`src/rtl/core/wtnp_pkg.sv`:
```
package wtnp_pkg;

    localparam logic [7:0] CH_PLUS     = 8'd43;
    localparam logic [7:0] CH_MINUS    = 8'd45;
    localparam logic [7:0] CH_ZERO     = 8'h30;
    localparam logic [7:0] CH_NINE     = 8'h39;
    localparam logic [7:0] DELIM_RESET = 8'h20;
    localparam int         MAG_W       = 34;
    localparam int         VALUE_W     = 32;
    localparam int         LEN_W       = 6;

    typedef enum logic [1:0] {
        KIND_NUMBER   = 2'd0,
        KIND_WORD     = 2'd1,
        KIND_TOO_LONG = 2'd2
    } kind_t;

    // classified byte, as handed from front to back
    typedef struct packed {
        logic       is_delim;
        logic       is_digit;
        logic       is_plus;
        logic       is_minus;
        logic [3:0] digit;
    } token_t;

    typedef struct packed {
        kind_t                kind;
        logic [VALUE_W-1:0]   value;
        logic [LEN_W-1:0]     length;
        logic                 range_err;
    } result_t;

endpackage

```
`src/rtl/core/wtnp_fifo.sv`:
```
module wtnp_fifo #(
    parameter int WIDTH = 8,
    parameter int DEPTH = 2
) (
    input  logic             clk,
    input  logic             rst_n,
    input  logic             wr_en,
    input  logic [WIDTH-1:0] wr_data,
    output logic             full,
    input  logic             rd_en,
    output logic [WIDTH-1:0] rd_data,
    output logic             empty
);

    localparam int AW = (DEPTH > 1) ? $clog2(DEPTH) : 1;
    localparam int CW = $clog2(DEPTH + 1);

    logic [WIDTH-1:0] mem_reg [DEPTH];
    logic [AW-1:0]    wr_ptr_reg, wr_ptr_next;
    logic [AW-1:0]    rd_ptr_reg, rd_ptr_next;
    logic [CW-1:0]    count_reg, count_next;
    logic             do_wr, do_rd;

    assign full    = (count_reg == CW'(DEPTH));
    assign empty   = (count_reg == '0);
    assign do_wr   = wr_en && !full;
    assign do_rd   = rd_en && !empty;
    assign rd_data = mem_reg[rd_ptr_reg];

    always_comb
    begin
        wr_ptr_next = wr_ptr_reg;
        rd_ptr_next = rd_ptr_reg;
        count_next  = count_reg;
        if (do_wr)
        begin
            wr_ptr_next = (wr_ptr_reg == AW'(DEPTH - 1)) ? '0 : wr_ptr_reg + 1'b1;
        end
        if (do_rd)
        begin
            rd_ptr_next = (rd_ptr_reg == AW'(DEPTH - 1)) ? '0 : rd_ptr_reg + 1'b1;
        end
        if (do_wr && !do_rd)
        begin
            count_next = count_reg + 1'b1;
        end
        else if (do_rd && !do_wr)
        begin
            count_next = count_reg - 1'b1;
        end
    end

    always_ff @(posedge clk or negedge rst_n)
    begin
        if (!rst_n)
        begin
            wr_ptr_reg <= '0;
            rd_ptr_reg <= '0;
            count_reg  <= '0;
        end
        else
        begin
            wr_ptr_reg <= wr_ptr_next;
            rd_ptr_reg <= rd_ptr_next;
            count_reg  <= count_next;
        end
    end

    always_ff @(posedge clk)
    begin
        if (do_wr)
        begin
            mem_reg[wr_ptr_reg] <= wr_data;
        end
    end

    a_count_bound: assert property (@(posedge clk) disable iff (!rst_n)
        count_reg <= CW'(DEPTH))
        else $error("queue count above depth");

    a_count_up: assert property (@(posedge clk) disable iff (!rst_n)
        (do_wr && !do_rd) |=> (count_reg == $past(count_reg) + 1'b1))
        else $error("queue count did not grow on write");

endmodule

```
`src/rtl/core/wtnp_front.sv`:
```
module wtnp_front import wtnp_pkg::*; (
    input  logic       clk,
    input  logic       rst_n,
    input  logic       delimiter_we,
    input  logic [7:0] delimiter_char,
    input  logic [7:0] data_byte,
    output token_t     tok
);

    logic [7:0] delim_reg;

    always_ff @(posedge clk or negedge rst_n)
    begin
        if (!rst_n)
        begin
            delim_reg <= DELIM_RESET;
        end
        else if (delimiter_we)
        begin
            delim_reg <= delimiter_char;
        end
    end

    logic [7:0] diff;

    assign diff         = data_byte - CH_ZERO;
    assign tok.is_delim = (data_byte == delim_reg);
    assign tok.is_digit = (data_byte >= CH_ZERO) && (data_byte <= CH_NINE);
    assign tok.is_plus  = (data_byte == CH_PLUS);
    assign tok.is_minus = (data_byte == CH_MINUS);
    assign tok.digit    = diff[3:0];

endmodule

```
`src/rtl/core/wtnp_back.sv`:
```
module wtnp_back import wtnp_pkg::*; #(
    parameter int MAX_WORD_CHARS   = 64,
    parameter int MAX_NUMBER_CHARS = 10
) (
    input  logic    clk,
    input  logic    rst_n,
    input  logic    tok_empty,
    input  token_t  tok,
    output logic    tok_pop,
    input  logic    res_full,
    output logic    res_push,
    output result_t res
);

    localparam int CW    = $clog2(MAX_WORD_CHARS + 1);
    localparam int CMP_W = (CW > 4) ? CW : 4;

    logic [CW-1:0]    count_reg, count_next;
    logic             first_digit_reg, first_digit_next;
    logic             first_plus_reg, first_plus_next;
    logic             first_minus_reg, first_minus_next;
    logic             rest_digits_reg, rest_digits_next;
    logic [MAG_W-1:0] mag_reg, mag_next;

    logic [CMP_W-1:0]   count_cmp;
    logic               buf_full, sign, is_num;
    logic [VALUE_W-1:0] neg_value;

    assign tok_pop   = !tok_empty && !res_full;
    assign count_cmp = CMP_W'(count_reg);
    assign buf_full  = (count_reg >= CW'(MAX_WORD_CHARS));
    assign sign      = first_plus_reg || first_minus_reg;
    assign is_num    = (count_cmp <= CMP_W'(MAX_NUMBER_CHARS))
                       && (first_digit_reg || sign)
                       && !((count_reg == CW'(1)) && sign)
                       && rest_digits_reg;
    assign neg_value = '0 - mag_reg[VALUE_W-1:0];

    always_comb
    begin
        count_next       = count_reg;
        first_digit_next = first_digit_reg;
        first_plus_next  = first_plus_reg;
        first_minus_next = first_minus_reg;
        rest_digits_next = rest_digits_reg;
        mag_next         = mag_reg;
        res_push         = 1'b0;
        res.kind         = KIND_TOO_LONG;
        res.value        = '0;
        res.length       = '0;
        res.range_err    = 1'b0;

        if (tok_pop)
        begin
            if (buf_full || tok.is_delim)
            begin
                // full buffer drops the byte, even a delimiter
                count_next       = '0;
                first_digit_next = 1'b0;
                first_plus_next  = 1'b0;
                first_minus_next = 1'b0;
                rest_digits_next = 1'b1;
                mag_next         = '0;
                if (buf_full)
                begin
                    res_push = 1'b1;
                end
                else if (count_reg != '0)
                begin
                    res_push   = 1'b1;
                    res.length = LEN_W'(count_reg);
                    if (is_num)
                    begin
                        res.kind = KIND_NUMBER;
                        if (first_minus_reg)
                        begin
                            res.value     = neg_value;
                            res.range_err = (mag_reg > MAG_W'(64'd2147483648));
                        end
                        else
                        begin
                            res.value     = mag_reg[VALUE_W-1:0];
                            res.range_err = (mag_reg > MAG_W'(64'd2147483647));
                        end
                    end
                    else
                    begin
                        res.kind = KIND_WORD;
                    end
                end
            end
            else
            begin
                if (count_reg == '0)
                begin
                    first_digit_next = tok.is_digit;
                    first_plus_next  = tok.is_plus;
                    first_minus_next = tok.is_minus;
                    mag_next = tok.is_digit ? MAG_W'(tok.digit) : '0;
                end
                else if (!tok.is_digit)
                begin
                    rest_digits_next = 1'b0;
                end
                else if (count_cmp < CMP_W'(MAX_NUMBER_CHARS))
                begin
                    // times ten as shift-add
                    mag_next = (mag_reg << 3) + (mag_reg << 1) + MAG_W'(tok.digit);
                end
                count_next = count_reg + 1'b1;
            end
        end
    end

    always_ff @(posedge clk or negedge rst_n)
    begin
        if (!rst_n)
        begin
            count_reg       <= '0;
            first_digit_reg <= 1'b0;
            first_plus_reg  <= 1'b0;
            first_minus_reg <= 1'b0;
            rest_digits_reg <= 1'b1;
            mag_reg         <= '0;
        end
        else
        begin
            count_reg       <= count_next;
            first_digit_reg <= first_digit_next;
            first_plus_reg  <= first_plus_next;
            first_minus_reg <= first_minus_next;
            rest_digits_reg <= rest_digits_next;
            mag_reg         <= mag_next;
        end
    end

    a_push_room: assert property (@(posedge clk) disable iff (!rst_n)
        res_push |-> (tok_pop && !res_full))
        else $error("result pushed without room");

    a_count_bound: assert property (@(posedge clk) disable iff (!rst_n)
        count_reg <= CW'(MAX_WORD_CHARS))
        else $error("word count above buffer size");

    a_err_clears: assert property (@(posedge clk) disable iff (!rst_n)
        (res_push && (res.kind == KIND_TOO_LONG)) |=> (count_reg == '0))
        else $error("too-long word not cleared");

    a_err_fields: assert property (@(posedge clk) disable iff (!rst_n)
        (res_push && (res.kind != KIND_NUMBER))
            |-> ((res.value == '0) && !res.range_err))
        else $error("non-number word carries a value");

endmodule

```
`src/rtl/core/word_tokenizer_number_parser.sv`:
```
// Splits a byte stream into words at a programmable delimiter and parses
// signed decimal numbers.
// Input side is a queue write port: a byte is taken on a clock edge with
// push high and full low. Result side is a queue read port: while empty is
// low the oldest word is on word_kind/number_value/word_length/range_error,
// and pop with empty low takes it.
// delimiter_we loads delimiter_char into the delimiter register; write it
// only while no word is in flight.
// Throughput: one byte per cycle while full is low. The front classifies a
// byte in its accept cycle into a two-entry token queue; the back pops one
// token per cycle while the result queue has room and updates the word
// state with one shift-add for the times-ten step. A delimiter's result
// goes through the token queue and the back into the result queue.
// When the reader stalls, two results wait in the result queue, then the
// back stops, the token queue fills and full rises.
// Reset clears both queues and the word state; the delimiter returns to space.
module word_tokenizer_number_parser import wtnp_pkg::*; #(
    parameter int MAX_WORD_CHARS   = 64,
    parameter int MAX_NUMBER_CHARS = 10
) (
    input  logic                      clk,
    input  logic                      rst_n,
    input  logic                      delimiter_we,
    input  logic [7:0]                delimiter_char,
    input  logic                      push,
    output logic                      full,
    input  logic [7:0]                data_byte,
    input  logic                      pop,
    output logic                      empty,
    output logic [1:0]                word_kind,
    output logic signed [VALUE_W-1:0] number_value,
    output logic [LEN_W-1:0]          word_length,
    output logic                      range_error
);

    localparam int TOK_W = $bits(token_t);
    localparam int RES_W = $bits(result_t);

    token_t             front_tok, back_tok;
    logic [TOK_W-1:0]   tok_rd_data;
    logic               tok_empty, tok_pop;
    result_t            back_res, out_res;
    logic [RES_W-1:0]   res_rd_data;
    logic               res_full, res_push;

    wtnp_front u_front (
        .clk            (clk),
        .rst_n          (rst_n),
        .delimiter_we   (delimiter_we),
        .delimiter_char (delimiter_char),
        .data_byte      (data_byte),
        .tok            (front_tok)
    );

    wtnp_fifo #(
        .WIDTH (TOK_W),
        .DEPTH (2)
    ) u_tok_q (
        .clk     (clk),
        .rst_n   (rst_n),
        .wr_en   (push),
        .wr_data (front_tok),
        .full    (full),
        .rd_en   (tok_pop),
        .rd_data (tok_rd_data),
        .empty   (tok_empty)
    );

    assign back_tok = token_t'(tok_rd_data);

    wtnp_back #(
        .MAX_WORD_CHARS   (MAX_WORD_CHARS),
        .MAX_NUMBER_CHARS (MAX_NUMBER_CHARS)
    ) u_back (
        .clk       (clk),
        .rst_n     (rst_n),
        .tok_empty (tok_empty),
        .tok       (back_tok),
        .tok_pop   (tok_pop),
        .res_full  (res_full),
        .res_push  (res_push),
        .res       (back_res)
    );

    wtnp_fifo #(
        .WIDTH (RES_W),
        .DEPTH (2)
    ) u_res_q (
        .clk     (clk),
        .rst_n   (rst_n),
        .wr_en   (res_push),
        .wr_data (back_res),
        .full    (res_full),
        .rd_en   (pop),
        .rd_data (res_rd_data),
        .empty   (empty)
    );

    assign out_res      = result_t'(res_rd_data);
    assign word_kind    = out_res.kind;
    assign number_value = $signed(out_res.value);
    assign word_length  = out_res.length;
    assign range_error  = out_res.range_err;

endmodule

```
`config.mk`:
```
export PLATFORM = sky130hd
export DESIGN_NAME = word_tokenizer_number_parser
export DESIGN_NICKNAME = d
export VERILOG_FILES = /design/src/rtl/core/wtnp_pkg.sv /design/src/rtl/core/wtnp_fifo.sv /design/src/rtl/core/wtnp_front.sv /design/src/rtl/core/wtnp_back.sv /design/src/rtl/core/word_tokenizer_number_parser.sv
export SDC_FILE = /design/constraint.sdc
export NUM_CORES = 1
export LEC_CHECK = 0
export BUFFER_PORTS_ARGS = -buffer_cell sky130_fd_sc_hd__buf_2
export CAP_MARGIN = 20
export CORE_ASPECT_RATIO = 0.9
export CORE_MARGIN = 2
export CORE_UTILIZATION = 50
export CTS_CLUSTER_DIAMETER = 40
export CTS_CLUSTER_SIZE = 40
export DETAILED_ROUTE_END_ITERATION = 10
export PLACE_DENSITY = 0.71
export SYNTH_ARGS = -nofsm -noshare
export SYNTH_HDL_FRONTEND = slang
export SYNTH_SLANG_ARGS = --single-unit
```
`constraint.sdc`:
```
create_clock -name clk -period 3.92 [get_ports clk]
set_input_delay 0.392 -clock clk [delete_from_list [all_inputs] [get_ports clk]]
set_output_delay 0.392 -clock clk [all_outputs]
set_load 0.02 [all_outputs]
```
==> impl_metrics.ini, run 1 <==
[outcome]
status = completed

[critical_path]
path_max_fanout = 5
required_ns = 4.22
crit_path_start_kind = flop
max_stage_delay_ns = 0.61
critical_path.endpoint_type = flop
crit_buf_inv = 3
crit_chain = inv_1 -> fa_1 -> inv_1 -> ha_1 -> a21o_1 -> nand4_1 -> a2111oi_1 -> buf_4 -> o22a_1 -> a21bo_2 -> a311oi_1 -> o21ai_0 -> xnor2_1 -> o21ai_0
arrival_ns = 3.85
critical_path_class = reg2reg
critPathTopFamily = compound AO/OA/AOI/OAI gates
worst_path_max_delay_cell = fa_1

[timing]
period_needed_ns = 3.541
rsz0062_at_grt = false
period_share_pct = 90.33
setup_viol = 0
hold_viol_final = 0
finalWorstSetupSlack_ns = 0.3790
worst_slew_margin_rel_pct = 43.78
max_freq_mhz = 282.4
tightest_slew_ns = 0.8383
setup_tns_ns = 0
drv_slew = 0
holdWs_ns = 0.1921
finClkSkew_ns = 0.01057

[synthesis]
synth-seq-cells = 159
synth_compound_area_share_pct = 12.20
muxShareOfSynthArea_pct = 7.393
synthAdderAreaFrac_pct = 9.996
syn_area_um2 = 9037
synthFlopType = edfxtp_1
synth-simple-area-share_pct = 11.30
syn-num-nets = 903
yosysSeqAreaShare_pct = 49.48
synth_edf_count = 98
syn_inst = 811
synth_area_per_cell_um2 = 11.14
async_reset_ff_share_pct = 38.36
synth_top_family_by_area = compound AO/OA/AOI/OAI gates
yosys_warnings = 0
synth-xor-area-share_pct = 7.559
yosysUniqueCellTypes = 55

[hold_path]
hold_class = in2reg

[place]
portBuffers = 63
gp_congestion = 0.8924
place_area_um2 = 9647
pre_cts_slack_ns = 0.3237
dp_hpwl_um = 12780

[global_route]
grt_use_total_pct = 19.20
grt_pass1_wl_um = 29870
grt_max_degree = 43
grt_pass1_vias = 5787
overflow = 0
antenna_found_initial = 0

[cells_and_area]
num_antenna_cells = 0
finalInstanceArea_um2 = 10290
final_cell_mix = edfxtp_1 (98), nand2_1 (75), o21ai_0 (70), ha_1 (69), nor2_1 (66)
fillers = 1446
final_util_pct = 58.24
area_growth_pct = 13.86
final_layout_size_suffix_gt1_share_pct = 19.78
largest_reg_flops = 82
final_common_cell = edfxtp_1
fin_nets = 969

[clock_network]
clock_sinks = 159
cts_buffers = 17
cts_setup_buffers = 0
cts.reportedPaths.clkPinSlew_ns = 0.07
worstSkewPairLatency_ns = 0.43
cts_tree = yes
htreeDepth = 4
cts_buffer_depth = 2
cts_root_buffer = clkbuf_16

[route]
drcViolationCount = 0
ant_nets = 0
wl_um = 17920
viasPerCell = 5.499
drt_iter0_drc = 473
first_pass_iters = 5
post_drt_wl_per_cell_um = 15.86
vias = 6214

[pwr]
p_clk_share_pct = 26.2
combPwrFrac_pct = 38.1
max-vdd-ir-drop_uv = 335.9
switching_share_pct = 37.17
leakagePower_uw = 0.004519
seqPwrFrac_pct = 35.7
internal_power_uw = 4166
switchingPower_uw = 2464
p_per_area_nw_per_um2 = 644.3

[floorplan]
io_pins = 64
fp-row-count = 46
die_x_um = 145.7
coreArea_um2 = 17670
die_y_um = 131.5
start_util_pct = 51.15
fp.dieArea_um2 = 19170

[flow_run]
maxCapViolations = 0
==> path summary, 6_finish.rpt <==
| path | startpoint | endpoint | slack (ns) | cells after the start |
|---|---|---|---|---|
| setup / recovery | u_back.mag_reg[0] | u_back.mag_reg[33] | 0.38 | 14 |
| hold / removal | delimiter_char[1] | u_front.delim_reg[1] | 0.19 | 2 |
| setup reg to reg | u_back.mag_reg[0] | u_back.mag_reg[33] | 0.38 | 14 |
| hold reg to reg | u_back.mag_reg[33] | u_back.mag_reg[33] | 0.49 | 2 |
| max in group asynchronous | rst_n | u_back.rest_digits_reg | 2.45 | 3 |
| min in group asynchronous | rst_n | u_front.delim_reg[7] | 0.52 | 2 |
==> logic make-up after synthesis <==
kind of cell,Yosys count
xor+xnor,78
buf+inv,50
fa+ha+maj,71
compound gates,178
simple gates,215
flops,159
mux,60
==> stage by stage <==
step | total power [uW] | std cells
2_1_floorplan | 4258 | 811
3_3_place_gp | 4886 | 1097
3_5_place_dp | 4914 | 1097
4_1_cts | 6679 | 1130
5_1_grt | 7036 | 1130
6_report | 6630 | 1130
==> cells in the mapped netlist (6+ instances only) <==
library cell   n  area share (%)
edfxtp_1      98              33
nand2_1       75             3.1
o21ai_0       70             3.9
ha_1          69             9.6
nor2_1        67             2.8
dfrtp_1       59              16
mux2_2        54             6.7
xor2_1        47             4.6
a21oi_1       33             1.8
xnor2_1       31             3.0
clkbuf_1      27             1.1
inv_1         21            0.87
a21o_1        18             1.5
o31ai_1       14             1.2
a31oi_1        9            0.62
nand3_1        9            0.50
nand4_1        9            0.62
and3_1         8            0.55
nand2b_1       7            0.48
nor3_1         7            0.39
mux2i_1        6            0.66
nor2b_1        6            0.42
==> what timing repair did <==
| item | in CTS | in global routing |
|---|---|---|
| endpoints found under the hold margin | 5 | 0 |
| setup endpoints to repair | 0 | 3 |
| hold buffers | 1 | 0 |
| resized for setup | 0 | 2 |
==> routing by layer <==
layer	routed length, um	vias to the layer above	GRT usage (%)
met5	0	-	0
met4	183	0	5.392
met3	758	13	3.576
li1	-	3106	-
met1	9678	2963	30.71
met2	7303	132	26.23
==> power by group through the flow <==
stage | logic [uW] | clock network (uW) | registers, uW
floorplan | 1910 | 0 | 2350
global placement | 2500 | 0 | 2390
detailed placement | 2510 | 0 | 2400
CTS | 2540 | 1770 | 2370
global route | 2800 | 1830 | 2400
finish | 2520 | 1740 | 2370
==> final cells by class <==
class | count | area, um2 | area share, %
timing repair buffer | 76 | 415.4 | 4.037
clock buffer | 17 | 425.4 | 4.134
tap | 240 | 300.3 | 2.918
multi-input combinational | 602 | 4397 | 42.73
clock inverter | 15 | 201.4 | 1.958
inverter | 21 | 78.83 | 0.7660
sequential | 159 | 4472 | 43.46
No activity file was read; power rests on OpenSTA's default activity.
==> inputs of run 2 (changes only) <==
--- a/config.mk
+++ b/config.mk
@@ -7,7 +7,7 @@
 export LEC_CHECK = 0
 export BUFFER_PORTS_ARGS = -buffer_cell sky130_fd_sc_hd__buf_2
 export CAP_MARGIN = 20
-export CORE_ASPECT_RATIO = 0.9
+export CORE_ASPECT_RATIO = 0.6
 export CORE_MARGIN = 2
 export CORE_UTILIZATION = 50
 export CTS_CLUSTER_DIAMETER = 40
==> run 2 against run 1 <==
  * Clock power is 2% lower
  * Sequential power increased by 2%
  * Cell count is 0.27% higher
  * Utilization shrank 0.59 points
  * Via count rose by 4.9%
  * Clock-buffer cell count up 1
  * Worst hold slack gained 0.0019 ns
  * First-iteration DRC count rose by 52%
  * Clock skew grew 0.0034 ns
  * Wire length up 13%
  * Critical path type unchanged
  * Critical endpoint unchanged
  * Largest cell class unchanged
==> impl_metrics.ini, run 2 (synthesis results as in run 1) <==
[clock_network]
clock_sinks = 159
cts_buffers = 17
cts_buffer_depth = 2
htreeDepth = 4
worstSkewPairLatency_ns = 0.43
cts_root_buffer = clkbuf_16
cts.reportedPaths.clkPinSlew_ns = 0.06
cts_tree = yes

[route]
drt_iter0_drc = 717
viasPerCell = 5.751
met2_length_um = 7779
drt-met1-wl_um = 10500
wl_um = 20270
top_layer = met4
vias = 6516
drcViolationCount = 0
post_drt_wl_per_cell_um = 17.89
wl_met3_um = 1797
ant_nets = 0
first_pass_iters = 7

[timing]
period_needed_ns = 3.613
holdWs_ns = 0.1939
finClkSkew_ns = 0.01402
setup_viol = 0
worst_slew_margin_rel_pct = 34.44
max_freq_mhz = 276.8
rsz0062_at_grt = false
hold_viol_final = 0
period_share_pct = 92.16
setup_tns_ns = 0
tightest_slew_ns = 0.9833
drv_slew = 0

[global_route]
grt_pass1_wl_um = 32460
grt_pass1_vias = 6017
antenna_found_initial = 0
overflow = 0
grt_max_degree = 46
grt_use_total_pct = 22.08

[cells_and_area]
final_common_cell = edfxtp_1
final_cells = 1133
area_growth_pct = 14.04
num_antenna_cells = 0
final_layout_size_suffix_gt1_share_pct = 19.93
final_util_pct = 57.65
fin_nets = 972
largest_reg_flops = 82
final_cell_mix = edfxtp_1 (98), nand2_1 (75), o21ai_0 (70), ha_1 (69), nor2_1 (66)

[place]
gp_congestion = 0.9332
dp_hpwl_um = 14790
portBuffers = 63
dp.cells = 1099

[outcome]
status = completed

[critical_path]
critical_path.endpoint_type = flop
critical_path_class = reg2reg
arrival_ns = 3.91
required_ns = 4.22
path_max_fanout = 6
crit_path_start_kind = flop

[hold_path]
hold_class = in2reg

[pwr]
power_uw = 6694
max-vdd-ir-drop_uv = 421.5
leakagePower_uw = 0.004527
p_per_area_nw_per_um2 = 649.5

[floorplan]
die_y_um = 108.1
fp-row-count = 38
coreArea_um2 = 17880
die_x_um = 177.6
io_pins = 64
fp.dieArea_um2 = 19200
start_util_pct = 50.55

[flow_run]
maxCapViolations = 0
[run 2: metrics by stage]
stage                     cell area (um2)  worst slack, ns
after floorplan                      9037           0.2817
after global placement               9662           0.3844
after detailed placement             9662           0.2282
after CTS                           10270           0.2073
after global routing                10310          0.02558
final                               10310           0.3072
[run 2: critical path: stages (launching register included)]
cell and delay, ns:
dfrtp_1 0.47, inv_1 0.11, fa_1 0.59, inv_1 0.07, ha_1 0.27, a21o_1 0.12
nand4_1 0.14, a2111oi_1 0.59, o22a_1 0.32, a21bo_2 0.19, a311oi_1 0.15, o21ai_0 0.25
xnor2_1 0.14, o21ai_0 0.08
[run 2: final cells by class]
cell class | instances | area (um2)
fillers | 1469 | 7571
flip-flops and latches | 159 | 4472
multi-input cells | 602 | 4397
repair buffers | 79 | 450.4
clock buffers | 18 | 429.2
well taps | 240 | 300.3
clock inverters | 14 | 178.9
inverters | 21 | 78.83
[run 2: path summary, 6_finish.rpt]
check / from / endpoint / slack [ns] / depth (start not counted)
setup / recovery: u_back.mag_reg[2] / u_back.mag_reg[33] / 0.31 / 13
hold / removal: delimiter_char[7] / u_front.delim_reg[7] / 0.19 / 2
setup reg to reg: u_back.mag_reg[2] / u_back.mag_reg[33] / 0.31 / 13
hold reg to reg: u_tok_q.wr_ptr_reg / u_tok_q.wr_ptr_reg / 0.49 / 1
max in group asynchronous: rst_n / u_back.mag_reg[23] / 2.81 / 4
min in group asynchronous: rst_n / u_front.delim_reg[6] / 0.32 / 2
[run 2: layer usage]
metal	GRT usage, %	vias up
met3	5.485	15
li1	-	3110
met5	0	-
met2	28.90	259
met1	35.76	3132
met4	5.152	0
[run 2: timing repair]
action,in CTS,in global routing
hold buffers,0,1
hold endpoints to repair,0,5
gates resized for setup,0,2
setup endpoints to repair,0,5
buffers inserted,0,0
[run 2: where the power goes]
group	internal (uW)	switching, uW
logic	985	1590
registers	2170	247
clock network	964	737
==> inputs of run 3 (changes only) <==
--- a/config.mk
+++ b/config.mk
@@ -13,7 +13,7 @@
 export CTS_CLUSTER_DIAMETER = 40
 export CTS_CLUSTER_SIZE = 40
 export DETAILED_ROUTE_END_ITERATION = 10
-export PLACE_DENSITY = 0.71
+export PLACE_DENSITY = 0.68
 export SYNTH_ARGS = -nofsm -noshare
 export SYNTH_HDL_FRONTEND = slang
 export SYNTH_SLANG_ARGS = --single-unit
==> run 3 against run 2 <==
  * Critical path type unchanged
  * Maximum frequency is 1.2% higher
  * Total power is 1.9% lower
  * Utilization is 0.35 points lower
  * Clock-buffer cell count stayed put
  * Clock power is 6% lower
  * Worst hold slack worse by 0.096 ns
  * Wire length is 2.0% lower
  * Sequential cell count stayed put
  * Worst setup slack better by 0.042 ns
  * Sequential share of layout area is 0.26 points higher
  * First-iteration DRC count is 12% lower
  * Critical endpoint is now u_back.mag_reg[26]
  * Critical path depth is 1 lower
==> impl_metrics.ini, run 3 (synthesis results as in run 1) <==
[hold_path]
hold_class = in2async

[pwr]
p_per_area_nw_per_um2 = 640.8
power_uw = 6564
leakagePower_uw = 0.004493
max-vdd-ir-drop_uv = 342.6

[place]
portBuffers = 63
dp.cells = 1098
gp_congestion = 0.9527
dp_hpwl_um = 14370

[cells_and_area]
multiInputGateArea_um2 = 4405
seq_area_um2 = 4472
fin_nets = 969
num_antenna_cells = 0
area_growth_pct = 13.35
largest_reg_flops = 82
final_cells = 1130
final_common_cell = edfxtp_1
fillers = 1487
final_cell_mix = edfxtp_1 (98), nand2_1 (75), o21ai_0 (70), ha_1 (69), nor2_1 (66)
final_layout_size_suffix_gt1_share_pct = 19.78

[global_route]
antenna_found_initial = 0
grt_use_total_pct = 21.92
grt_pass1_vias = 5826
grt_max_degree = 42
overflow = 0
grt_pass1_wl_um = 31890

[critical_path]
ff2ff_setup_slack_ns = 0.35
path_max_fanout = 4
critical_path_class = reg2reg
crit_path_start_kind = flop
critical_path.endpoint_type = flop
reg2reg_from = u_tok_q.rd_ptr_reg
crit_end = u_back.mag_reg[26]
crit_start = u_tok_q.rd_ptr_reg
required_ns = 4.27
arrival_ns = 3.92
rr_worst_depth = 12
timing.rr.end = u_back.mag_reg[26]

[route]
vias = 6336
ant_nets = 0
drcViolationCount = 0
post_drt_wl_per_cell_um = 17.57
wl_um = 19860
drt_iter0_drc = 634
viasPerCell = 5.607
first_pass_iters = 5

[timing]
max_freq_mhz = 280.1
finClkSkew_ns = 0.009366
hold_viol_final = 0
drv_slew = 0
setup_viol = 0
tightest_slew_ns = 0.9373
rsz0062_at_grt = false
period_needed_ns = 3.571
holdWs_ns = 0.09783
worst_slew_margin_rel_pct = 37.51
period_share_pct = 91.09
setup_tns_ns = 0

[floorplan]
start_util_pct = 50.55
coreArea_um2 = 17880
io_pins = 64
die_x_um = 177.6
fp.dieArea_um2 = 19200
fp-row-count = 38
die_y_um = 108.1

[clock_network]
cts_root_buffer = clkbuf_16
htreeDepth = 4
cts.reportedPaths.clkPinSlew_ns = 0.07
cts_tree = yes
cts_buffers = 17
worstSkewPairLatency_ns = 0.44
clock_sinks = 159
cts_buffer_depth = 2

[outcome]
status = completed

[flow_run]
maxCapViolations = 0
-- run 3: critical path, stage by stage (launching register included) --
cell and delay [ns]:
dfrtp_1 0.40, mux2i_1 0.33, fa_1 0.52, fa_1 0.46
nor2b_1 0.17, o21ai_0 0.14, a21oi_1 0.24, o2111ai_1 0.19
o21a_1 0.30, o31ai_4 0.28, a31oi_1 0.16, xor2_1 0.16
o21ai_0 0.16
-- run 3: stage by stage --
step                      setup WS, ns  cell area (um2)  utilization, %
final                           0.3493            10240           57.30
after global routing           0.06743            10240           57.30
after CTS                       0.1594            10230           57.22
after detailed placement        0.2154             9654           54.00
after global placement          0.3908             9654           54.00
after floorplan                 0.2817             9037               -
-- run 3: area by class of cell --
| cell class | count | share of cell area (%) |
|---|---|---|
| Timing Repair Buffer | 76 | 4.031 |
| Tap cell | 240 | 2.931 |
| Multi-Input combinational cell | 602 | 43.01 |
| Inverter | 21 | 0.7695 |
| Clock inverter | 14 | 1.417 |
| Sequential cell | 159 | 43.65 |
| Clock buffer | 18 | 4.190 |
-- run 3: power breakdown --
group          total [uW]  switching, uW  internal (uW)
clock                1600            752            846
sequential           2400            231           2170
combinational        2560           1590            974
total                6560           2570           3990
-- run 3: worst min path at each step --
stage                                       to  cells past startpoint  slack [ns]               start
final                     u_front.delim_reg[3]                      1         0.1               rst_n
after global routing      u_front.delim_reg[3]                      1        0.15               rst_n
after CTS                 u_front.delim_reg[0]                      1        0.11               rst_n
after detailed placement    u_tok_q.wr_ptr_reg                      1        0.49  u_tok_q.wr_ptr_reg
after global placement      u_back.mag_reg[33]                      2        0.47  u_back.mag_reg[33]
after floorplan            u_back.count_cmp[0]                      0         0.1               rst_n
-- run 3: repair_timing --
action,in CTS,in global routing
hold buffers,0,0
endpoints found under the setup margin,0,6
setup buffers,0,0
resized for setup,0,3
-- run 3: layer usage --
metal | GRT usage (%) | wire, um
met5 | 0 | 0
met4 | 5.562 | 171
met3 | 6.575 | 1581
met2 | 26.55 | 6941
met1 | 36.34 | 11160
